File: config.mk
export PLATFORM = sky130hd
export DESIGN_NAME = ps2_mouse_cursor_tracker
export DESIGN_NICKNAME = d
export VERILOG_FILES = /design/src/hdl/ps2mct_pkg.sv /design/src/hdl/ps2mct_axis_update.sv /design/src/hdl/ps2_mouse_cursor_tracker.sv
export SDC_FILE = /design/constraint.sdc
export NUM_CORES = 1
export LEC_CHECK = 0
export BUFFER_PORTS_ARGS = -buffer_cell sky130_fd_sc_hd__buf_4
export CAP_MARGIN = 20
export CORE_ASPECT_RATIO = 1.4
export CORE_UTILIZATION = 50
export CTS_CLUSTER_DIAMETER = 80
export DETAILED_ROUTE_END_ITERATION = 7
export PLACE_DENSITY = 0.73
export SLEW_MARGIN = 40
export SYNTH_ARGS = -nofsm -noshare
export SYNTH_HDL_FRONTEND = slang
export SYNTH_SLANG_ARGS = --single-unit
File: constraint.sdc
create_clock -name clock -period 5.55 [get_ports clock]
set_clock_uncertainty 0.1 [all_clocks]
set_input_delay 0.2775 -clock clock [delete_from_list [all_inputs] [get_ports clock]]
set_output_delay 0.2775 -clock clock [all_outputs]
set_load 0.005 [all_outputs]
File: src/hdl/ps2mct_pkg.sv
// Package for the PS/2 mouse cursor tracker.
// Holds the item types, register indexes, packet byte positions and reset constants.
// Has no dependencies; used by ps2mct_axis_update and ps2_mouse_cursor_tracker.
package ps2mct_pkg;

   localparam int COORD_BITS_DEFAULT = 12;
   localparam int SCREEN_BITS        = 12;
   localparam int CSR_INDEX_BITS     = 2;

   // configuration register indexes
   localparam logic [CSR_INDEX_BITS-1:0] CSR_SCREEN_WIDTH  = 2'd0;
   localparam logic [CSR_INDEX_BITS-1:0] CSR_SCREEN_HEIGHT = 2'd1;

   localparam logic [SCREEN_BITS-1:0] SCREEN_WIDTH_RESET  = 12'd1024;
   localparam logic [SCREEN_BITS-1:0] SCREEN_HEIGHT_RESET = 12'd768;

   localparam int POS_X_RESET = 512;
   localparam int POS_Y_RESET = 384;

   // position of the next byte within a packet
   localparam logic [1:0] IDX_HEADER = 2'd0;
   localparam logic [1:0] IDX_XBYTE  = 2'd1;
   localparam logic [1:0] IDX_YBYTE  = 2'd2;

   // header byte bit positions
   localparam int LEFT_BIT  = 0;
   localparam int SYNC_BIT  = 3;
   localparam int XSIGN_BIT = 4;
   localparam int YSIGN_BIT = 5;

   typedef struct packed {
      logic [7:0] data_byte;
      logic       from_aux;
   } req_type;

   typedef struct packed {
      logic [SCREEN_BITS-1:0] cursor_x;
      logic [SCREEN_BITS-1:0] cursor_y;
      logic                   left_pressed;
   } rsp_type;

   // 9-bit two's-complement movement: sign from the header, low byte from the packet
   typedef struct packed {
      logic       neg;
      logic [7:0] low;
   } delta_type;

endpackage

File: src/hdl/ps2mct_axis_update.sv
// One cursor axis: applies a 9-bit movement to a position and clamps to 0..bound.
// Depends on ps2mct_pkg for delta_type and SCREEN_BITS.
module ps2mct_axis_update #(
   parameter int COORD_BITS = ps2mct_pkg::COORD_BITS_DEFAULT
) (
   input  logic [COORD_BITS-1:0]              pos,
   input  ps2mct_pkg::delta_type              delta,
   input  logic                               subtract,
   input  logic [ps2mct_pkg::SCREEN_BITS-1:0] bound,
   output logic [COORD_BITS-1:0]              pos_next
);

   localparam int SUM_BITS = (COORD_BITS + 2 > ps2mct_pkg::SCREEN_BITS + 2) ?
                             COORD_BITS + 2 : ps2mct_pkg::SCREEN_BITS + 2;

   logic signed [SUM_BITS-1:0] pos_wide;
   logic signed [SUM_BITS-1:0] delta_wide;
   logic signed [SUM_BITS-1:0] bound_wide;
   logic signed [SUM_BITS-1:0] sum;
   logic signed [SUM_BITS-1:0] clamped;

   always_comb begin
      pos_wide   = $signed(SUM_BITS'(pos));
      bound_wide = $signed(SUM_BITS'(bound));
      delta_wide = SUM_BITS'($signed({delta.neg, delta.low}));
      if (subtract) begin
         sum = pos_wide - delta_wide;
      end else begin
         sum = pos_wide + delta_wide;
      end
      if (sum < 0) begin
         clamped = '0;
      end else if (sum > bound_wide) begin
         clamped = bound_wide;
      end else begin
         clamped = sum;
      end
      pos_next = COORD_BITS'(clamped);
   end

endmodule

File: src/hdl/ps2_mouse_cursor_tracker.sv
// Top level of the PS/2 mouse cursor tracker: packet assembly, cursor state, result register.
// Depends on ps2mct_pkg and ps2mct_axis_update.
//
//   channel  ports                          direction  item
//   req      req_valid/req_ready/req_data   in         controller byte + aux flag
//   rsp      rsp_valid/rsp_ready/rsp_data   out        cursor x, y, left button
//   csr      csr_we/csr_index/csr_wdata     in         screen width / height
//
// The third byte of a packet updates the cursor in the same cycle it is taken, and its
// item is in the result register on the next cycle.
// A byte is accepted whenever the result register is empty or is being taken.
// Reset sets the cursor to its home position and the screen size to its defaults.
module ps2_mouse_cursor_tracker #(
   parameter int COORD_BITS = ps2mct_pkg::COORD_BITS_DEFAULT
) (
   input  logic                                  clock,
   input  logic                                  reset,
   input  logic                                  req_valid,
   output logic                                  req_ready,
   input  ps2mct_pkg::req_type                   req_data,
   output logic                                  rsp_valid,
   input  logic                                  rsp_ready,
   output ps2mct_pkg::rsp_type                   rsp_data,
   input  logic                                  csr_we,
   input  logic [ps2mct_pkg::CSR_INDEX_BITS-1:0] csr_index,
   input  logic [ps2mct_pkg::SCREEN_BITS-1:0]    csr_wdata
);

   logic [ps2mct_pkg::SCREEN_BITS-1:0] width_ff, width_in;
   logic [ps2mct_pkg::SCREEN_BITS-1:0] height_ff, height_in;
   logic [1:0]            byte_index_ff, byte_index_in;
   logic [7:0]            header_ff, header_in;
   logic [7:0]            xbyte_ff, xbyte_in;
   logic [COORD_BITS-1:0] pos_x_ff, pos_x_in;
   logic [COORD_BITS-1:0] pos_y_ff, pos_y_in;
   logic                  rsp_valid_ff, rsp_valid_in;
   ps2mct_pkg::rsp_type   rsp_data_ff, rsp_data_in;

   logic                  accept;
   logic                  emit;
   logic [COORD_BITS-1:0] new_x;
   logic [COORD_BITS-1:0] new_y;
   ps2mct_pkg::delta_type dx;
   ps2mct_pkg::delta_type dy;

   assign req_ready = !rsp_valid_ff || rsp_ready;
   assign accept    = req_valid && req_ready;
   assign rsp_valid = rsp_valid_ff;
   assign rsp_data  = rsp_data_ff;

   assign dx.neg = header_ff[ps2mct_pkg::XSIGN_BIT];
   assign dx.low = xbyte_ff;
   assign dy.neg = header_ff[ps2mct_pkg::YSIGN_BIT];
   assign dy.low = req_data.data_byte;

   ps2mct_axis_update #(.COORD_BITS(COORD_BITS)) u_axis_x (
      .pos      (pos_x_ff),
      .delta    (dx),
      .subtract (1'b0),
      .bound    (width_ff),
      .pos_next (new_x)
   );

   // mouse Y is up-positive, screen Y is down-positive
   ps2mct_axis_update #(.COORD_BITS(COORD_BITS)) u_axis_y (
      .pos      (pos_y_ff),
      .delta    (dy),
      .subtract (1'b1),
      .bound    (height_ff),
      .pos_next (new_y)
   );

   always_comb begin
      width_in      = width_ff;
      height_in     = height_ff;
      byte_index_in = byte_index_ff;
      header_in     = header_ff;
      xbyte_in      = xbyte_ff;
      pos_x_in      = pos_x_ff;
      pos_y_in      = pos_y_ff;
      emit          = 1'b0;

      if (csr_we) begin
         case (csr_index)
            ps2mct_pkg::CSR_SCREEN_WIDTH:  width_in  = csr_wdata;
            ps2mct_pkg::CSR_SCREEN_HEIGHT: height_in = csr_wdata;
            default: ;
         endcase
      end

      if (accept && req_data.from_aux) begin
         case (byte_index_ff)
            ps2mct_pkg::IDX_HEADER: begin
               // drop a header without the always-one bit to resync
               if (req_data.data_byte[ps2mct_pkg::SYNC_BIT]) begin
                  header_in     = req_data.data_byte;
                  byte_index_in = ps2mct_pkg::IDX_XBYTE;
               end
            end
            ps2mct_pkg::IDX_XBYTE: begin
               xbyte_in      = req_data.data_byte;
               byte_index_in = ps2mct_pkg::IDX_YBYTE;
            end
            default: begin
               byte_index_in = ps2mct_pkg::IDX_HEADER;
               pos_x_in      = new_x;
               pos_y_in      = new_y;
               emit          = 1'b1;
            end
         endcase
      end

      rsp_valid_in = emit || (rsp_valid_ff && !rsp_ready);
      rsp_data_in  = rsp_data_ff;
      if (emit) begin
         rsp_data_in.cursor_x     = ps2mct_pkg::SCREEN_BITS'(new_x);
         rsp_data_in.cursor_y     = ps2mct_pkg::SCREEN_BITS'(new_y);
         rsp_data_in.left_pressed = header_ff[ps2mct_pkg::LEFT_BIT];
      end
   end

   always_ff @(posedge clock) begin
      if (reset) begin
         width_ff      <= ps2mct_pkg::SCREEN_WIDTH_RESET;
         height_ff     <= ps2mct_pkg::SCREEN_HEIGHT_RESET;
         byte_index_ff <= ps2mct_pkg::IDX_HEADER;
         pos_x_ff      <= COORD_BITS'(ps2mct_pkg::POS_X_RESET);
         pos_y_ff      <= COORD_BITS'(ps2mct_pkg::POS_Y_RESET);
         rsp_valid_ff  <= 1'b0;
      end else begin
         width_ff      <= width_in;
         height_ff     <= height_in;
         byte_index_ff <= byte_index_in;
         pos_x_ff      <= pos_x_in;
         pos_y_ff      <= pos_y_in;
         rsp_valid_ff  <= rsp_valid_in;
      end
   end

   always_ff @(posedge clock) begin
      header_ff   <= header_in;
      xbyte_ff    <= xbyte_in;
      rsp_data_ff <= rsp_data_in;
   end

   // a third aux byte always leaves an item waiting on the next cycle
   a_third_byte_emits: assert property (@(posedge clock) disable iff (reset)
      accept && req_data.from_aux && (byte_index_ff == ps2mct_pkg::IDX_YBYTE)
      |=> rsp_valid && (rsp_data.left_pressed == $past(header_ff[ps2mct_pkg::LEFT_BIT])))
      else $error("third packet byte did not produce a cursor item");

   // bytes from the keyboard port leave packet and cursor state alone
   a_non_aux_ignored: assert property (@(posedge clock) disable iff (reset)
      accept && !req_data.from_aux
      |=> $stable(byte_index_ff) && $stable(pos_x_ff) && $stable(pos_y_ff))
      else $error("non-aux byte changed tracker state");

   // a header without the sync bit keeps the tracker waiting for a header
   a_bad_header_dropped: assert property (@(posedge clock) disable iff (reset)
      accept && req_data.from_aux && (byte_index_ff == ps2mct_pkg::IDX_HEADER)
      && !req_data.data_byte[ps2mct_pkg::SYNC_BIT]
      |=> (byte_index_ff == ps2mct_pkg::IDX_HEADER))
      else $error("unsynced header byte was not dropped");

   a_index_in_range: assert property (@(posedge clock) disable iff (reset)
      (byte_index_ff == ps2mct_pkg::IDX_HEADER) || (byte_index_ff == ps2mct_pkg::IDX_XBYTE)
      || (byte_index_ff == ps2mct_pkg::IDX_YBYTE))
      else $error("packet byte index out of range");

endmodule
Word-level counts from Yosys, hierarchy flattened --
Index checks and enable logic that the tools add are counted. Widths: inputs -> output; s select.
Storage, ports and cells: register bits after elaboration 89, input port bits 28
Cells by class: add/subtract/negate cells 2, $lt $le $gt $ge 4, eq/ne operators 3, multiplexer cells 8, bitwise gates (word level) 1, reduce and logical (&&, ||, !) cells 16
Operators by type and width (count):
- $mux 12 | 4
- $gt 14x13->1 | 2
- $lt 14x1->1 const B | 2
- $add 13x9->14 | 1
- $sub 13x9->14 | 1
- $reduce_and 2->1 | 5
- $eq 2x1->1 const B | 2
- $logic_not 2->1 | 2
- $pmux 2 s2 | 1
- $logic_and 1x1->1 | 3
- $reduce_and 3->1 | 1
- $logic_not 1->1 | 2
- $logic_or 1x1->1 | 2
- $mux 1 | 2
- $mux 2 | 1
- $ne 2x2->1 const B | 1
- $reduce_or 2->1 | 1
- $not 1->1 | 1

Longest topological paths before layout --
depth after elaboration 6, depth in mapped cells 19, mapped depth without buffers 18

By module --
A second synthesis with hierarchy kept.
Second synthesis, totals: cells, all modules 651, area total of the unflattened synthesis 6068.3 µm²
By module, submodules not included:
- ps2_mouse_cursor_tracker | times used 1, cells an instance 267, area each 3195.6 µm², sequential area each 2102.0 µm²
- ps2mct_axis_update | times used 2, cells an instance 192, area each 1436.4 µm², sequential area each 0.0 µm²

Worst setup path after synthesis --
Ideal clock, no wire load.
path kind register -> register, start point register pos_y_ff[0], end point register pos_y_ff[11], data arrival time 3736 ps, required time 5357 ps, path slack 1622 ps, cell stages (with the launch flop) 19, period minus slack after synthesis 3928 ps, cells stage by stage dfxtp_1 -> inv_1 -> ha_1 -> inv_1 -> fa_1 -> a211oi_1 -> nor2_1 -> a221oi_2 -> o21bai_1 -> xor2_1 -> ha_1 -> a21oi_1 -> nand2_1 -> a211oi_1 -> a22o_1 -> nor2b_1 -> o2bb2ai_4 -> or3_1 -> a311oi_2
Between the ends: cells in the longest elaborated chain, start to end 4, elaborated cells on any way between the ends 5, those cells by class add/sub: 1; order compare: 2; mux: 2
RTL lines:
- start: declaration | line ps2_mouse_cursor_tracker.sv:35 | logic [COORD_BITS-1:0] pos_y_ff, pos_y_in;
- start signal: assignment | line ps2_mouse_cursor_tracker.sv:128 | pos_y_ff <= COORD_BITS'(ps2mct_pkg::POS_Y_RESET);
- start signal: assignment | line ps2_mouse_cursor_tracker.sv:135 | pos_y_ff <= pos_y_in;
- $sub 13x9->14 * | line ps2mct_axis_update.sv:27 | sum = pos_wide - delta_wide;
- $gt 14x13->1 | line ps2mct_axis_update.sv:33 | end else if (sum > bound_wide) begin
- $mux 12 | line ps2mct_axis_update.sv:33
- $mux 12 * | line ps2mct_axis_update.sv:31 | if (sum < 0) begin
Every way passes the cells marked *; elsewhere a longest branch is shown, timed or not. A chain may end at the register's enable or synchronous reset.

Worst setup path in the final report --
start point register header_ff[5], end point register pos_y_ff[11]
Between the ends: cells in the longest elaborated chain, start to end 4, elaborated cells on any way between the ends 5, those cells by class add/sub: 1; order compare: 2; mux: 2
RTL lines:
- start: declaration | line ps2_mouse_cursor_tracker.sv:32 | logic [7:0] header_ff, header_in;
- start signal: assignment | line ps2_mouse_cursor_tracker.sv:141 | header_ff <= header_in;
- $sub 13x9->14 * | line ps2mct_axis_update.sv:27
- $gt 14x13->1 | line ps2mct_axis_update.sv:33
- $mux 12 | line ps2mct_axis_update.sv:33
- $mux 12 * | line ps2mct_axis_update.sv:31
Marked as above.

==> flow_metrics.tcl <==
set metrics [dict create \
    worstSetupEndpointType "flop" \
    clk_pin_slew_worst_paths_ns 0.06 \
    p_per_area_mw_per_mm2 233 \
    die_y_um 125 \
    grt_first_pass_wirelength_um 21300 \
    grt_start_max_net_pins 45 \
    timing.rr.end "pos_y_ff[11]" \
    peakVddDrop_uv 153 \
    min_path_type "in -> reg" \
    synth-edff-count 36 \
    postCtsHoldBufs 0 \
    layout-drive-gt1-share_pct 16.1 \
    syn_area_per_cell_um2 9.24 \
    core-area_mm2 0.0105 \
    fin_crit_sh_pct 82.6 \
    drt-pass1-iter-count 4 \
    yosys-top-cells-area "edfxtp_1 20%, dfxtp_1 19%, ha_1 12%, nand2_1 5.5%, a21oi_1 4.4%" \
    rsz0062_at_grt "false" \
    drt-wirelength-per-cell_um 16.8 \
    io_buffers 54 \
    num_vias 4447 \
    multi_input_area_mm2 0.00301 \
    cts_resized 0 \
    cp-startpoint "header_ff[5]" \
    crit_type "reg -> reg" \
    ys_ff_latch 87 \
    synth.distinct_cells 73 \
    leakage_uw 0.00251 \
    num-fill-cells 952 \
    r2r_start "header_ff[5]" \
    pre_cts_slack_ns 0.999 \
    vias_per_cell 5.71 \
    regArea_mm2 0.00210 \
    critPathMaxFanout 14 \
    dpl.hpwl_um 10000 \
    slew_viol_final 0 \
    yosysTopAreaCell "edfxtp_1" \
    period_needed_ns 4.58 \
    synth_warnings 0 \
    async_reset_ff_share_pct 0 \
    synthFlopType "dfxtp_1" \
    std_cell_rows 44 \
    grt_usage_pct 24.0 \
    die_w_um 89.8 \
    die-area_mm2 0.0112 \
    final_net_count 716 \
    post_cts_buffers 0 \
    cts.sinks 87 \
    syn-instance-count 584 \
    drt_iter0_markers 236 \
    tightest_slew_ns 0.698 \
    run_status "finished clean" \
    max_freq_mhz 218 \
    drc 0 \
    worst_setup_path_start_kind "flop" \
    finalHoldViolCount 0 \
    antenna_found_initial 0 \
    cp.required_ns 5.69 \
    arrival_ns 4.72 \
    cap_violations 0 \
    finalSetupViolations 0 \
    cts_tree "built" \
    ios 55 \
    drt-total-wl_um 13100 \
    setup_tns_ns 0 \
    syn_nets 664 \
    r2r_setup_slack_ns 0.97 \
    timing.final.ws_setup_ns 0.967 \
    grt_pass1_vias 4453 \
    synth_area_mm2 0.00540 \
    slew_headroom_pct 53.4 \
    antennaDiodeCount 0 \
    start_util_pct 51.6 \
    areaGrowthSynthToFinish_pct 14.9 \
    synth_most_common_cell "nand2_1" \
    clkLatencyLatePin_ns 0.34 \
    htreeDepth 3 \
    final_antenna_net_count 0 \
    endpoint "pos_y_ff[11]" \
    total_power_uw 1450 \
    synth_top_area_share_pct 20.0 \
    clock_path_buffers 2 \
    yosys-top-cells-count "79 x nand2_1, 51 x dfxtp_1, 51 x inv_1" \
    gp_congestion 0.888 \
    ys_seq_area_share_pct 38.9 \
    cts_buffers 9 \
    grt_overflow 0 \
    worst-r2r-cell-count 18 \
    cts_root_buf "clkbuf_16" \
]
==> state kept, by name (all words and copies together) (netlist names) <==
signal / count
pos_y_ff: 12
xbyte_ff: 8
rsp_data: 25
width_ff: 12
header_ff: 3
byte_index_ff: 2
height_ff: 12
pos_x_ff: 12
rsp_valid: 1
==> where the power goes <==
group,switching [uW],leakage (uW),total (uW),internal (uW)
sequential,7.51,0.000751,682,675
clock,247,0.000146,593,346
combinational,102,0.00161,172,70.2
total,357,0.00251,1450,1090
==> worst max-delay path, cell delays in order, from the launching register on <==
cell and delay (ns):
edfxtp_1 0.47, inv_1 0.21, ha_1 0.42, nand2_1 0.09, nor3_1 0.18, o31a_1 0.26
nor2_1 0.10, o21ai_0 0.19, xor2_1 0.21, inv_1 0.06, ha_1 0.29, nand4_1 0.12
nor2_1 0.06, a211oi_1 0.24, a22o_1 0.30, nor2b_1 0.30, o2bb2ai_4 0.22, or3_1 0.44
a311oi_2 0.23
==> logic make-up after synthesis <==
group,share of synthesized area [%]
simple gates,16.9
fa+ha+maj,12.3
flops,38.9
xor+xnor,3.43
buf+inv,5.68
mux,2.13
compound gates,20.6
==> how the worst min path moves through the flow <==
stage,slack (ns),from,end,cells after the start
2_1_floorplan,0.28,req_data[1],header_ff[0],0
3_3_place_gp,0.33,header_ff[0],rsp_data[0],0
6_report,0.04,req_data[2],xbyte_ff[1],1
5_1_grt,0.02,req_data[2],xbyte_ff[1],1
3_5_place_dp,0.34,header_ff[0],rsp_data[0],0
4_1_cts,0.02,req_data[2],xbyte_ff[1],1
==> layer usage <==
layer  GRT usage (%)  share of wire [%]  routed length (um)  up-vias
met5               0                  0                   0        -
met2            46.0                 55                7190      109
met4            10.8                3.6                 469        0
li1                -                  -                   -     2187
met1            25.4                 38                5020     2115
met3            3.95                3.1                 410       36
==> cell type report <==
cell class,instances,share of cell area (%)
Clock buffer,13,4.38
Clock inverter,3,0.363
Inverter,51,3.09
Multi-Input combinational cell,429,48.5
Sequential cell,87,33.9
Tap cell,138,2.78
Timing Repair Buffer,58,7.02
==> per-stage QoR <==
step / hold slack (ns) / cells / utilization (%) / instance area (um^2)
after global placement: 0.332 / 762 / 56.2 / 5880
final: 0.0354 / 779 / 59.3 / 6200
after global routing: 0.0204 / 779 / 59.3 / 6200
after CTS: 0.0237 / 779 / 59.3 / 6200
after detailed placement: 0.337 / 763 / 56.5 / 5910
after floorplan: 0.276 / 584 / - / 5400
==> layout by cell type, fill, tap and decap left out, types with 3 or more instances in the layout <==
master,instances
nand2_1,79
buf_4,58
inv_1,51
dfxtp_1,51
ha_1,50
nor2_1,49
a21oi_1,47
edfxtp_1,36
o21ai_0,22
o21a_1,13
xnor2_1,13
mux2i_1,10
clkbuf_16,10
nor3_1,8
nand3_1,8
nand4_1,8
nand2b_1,8
a211oi_1,7
a21o_1,6
nor2b_1,5
o31a_1,5
o21bai_1,5
o31ai_1,5
or3_1,5
a211o_1,5
xor2_1,4
nor3b_1,4
a22o_1,3
or2_2,3
o22ai_1,3
a22o_2,3
a32oi_1,3
Power figures use the tool's default switching activity.
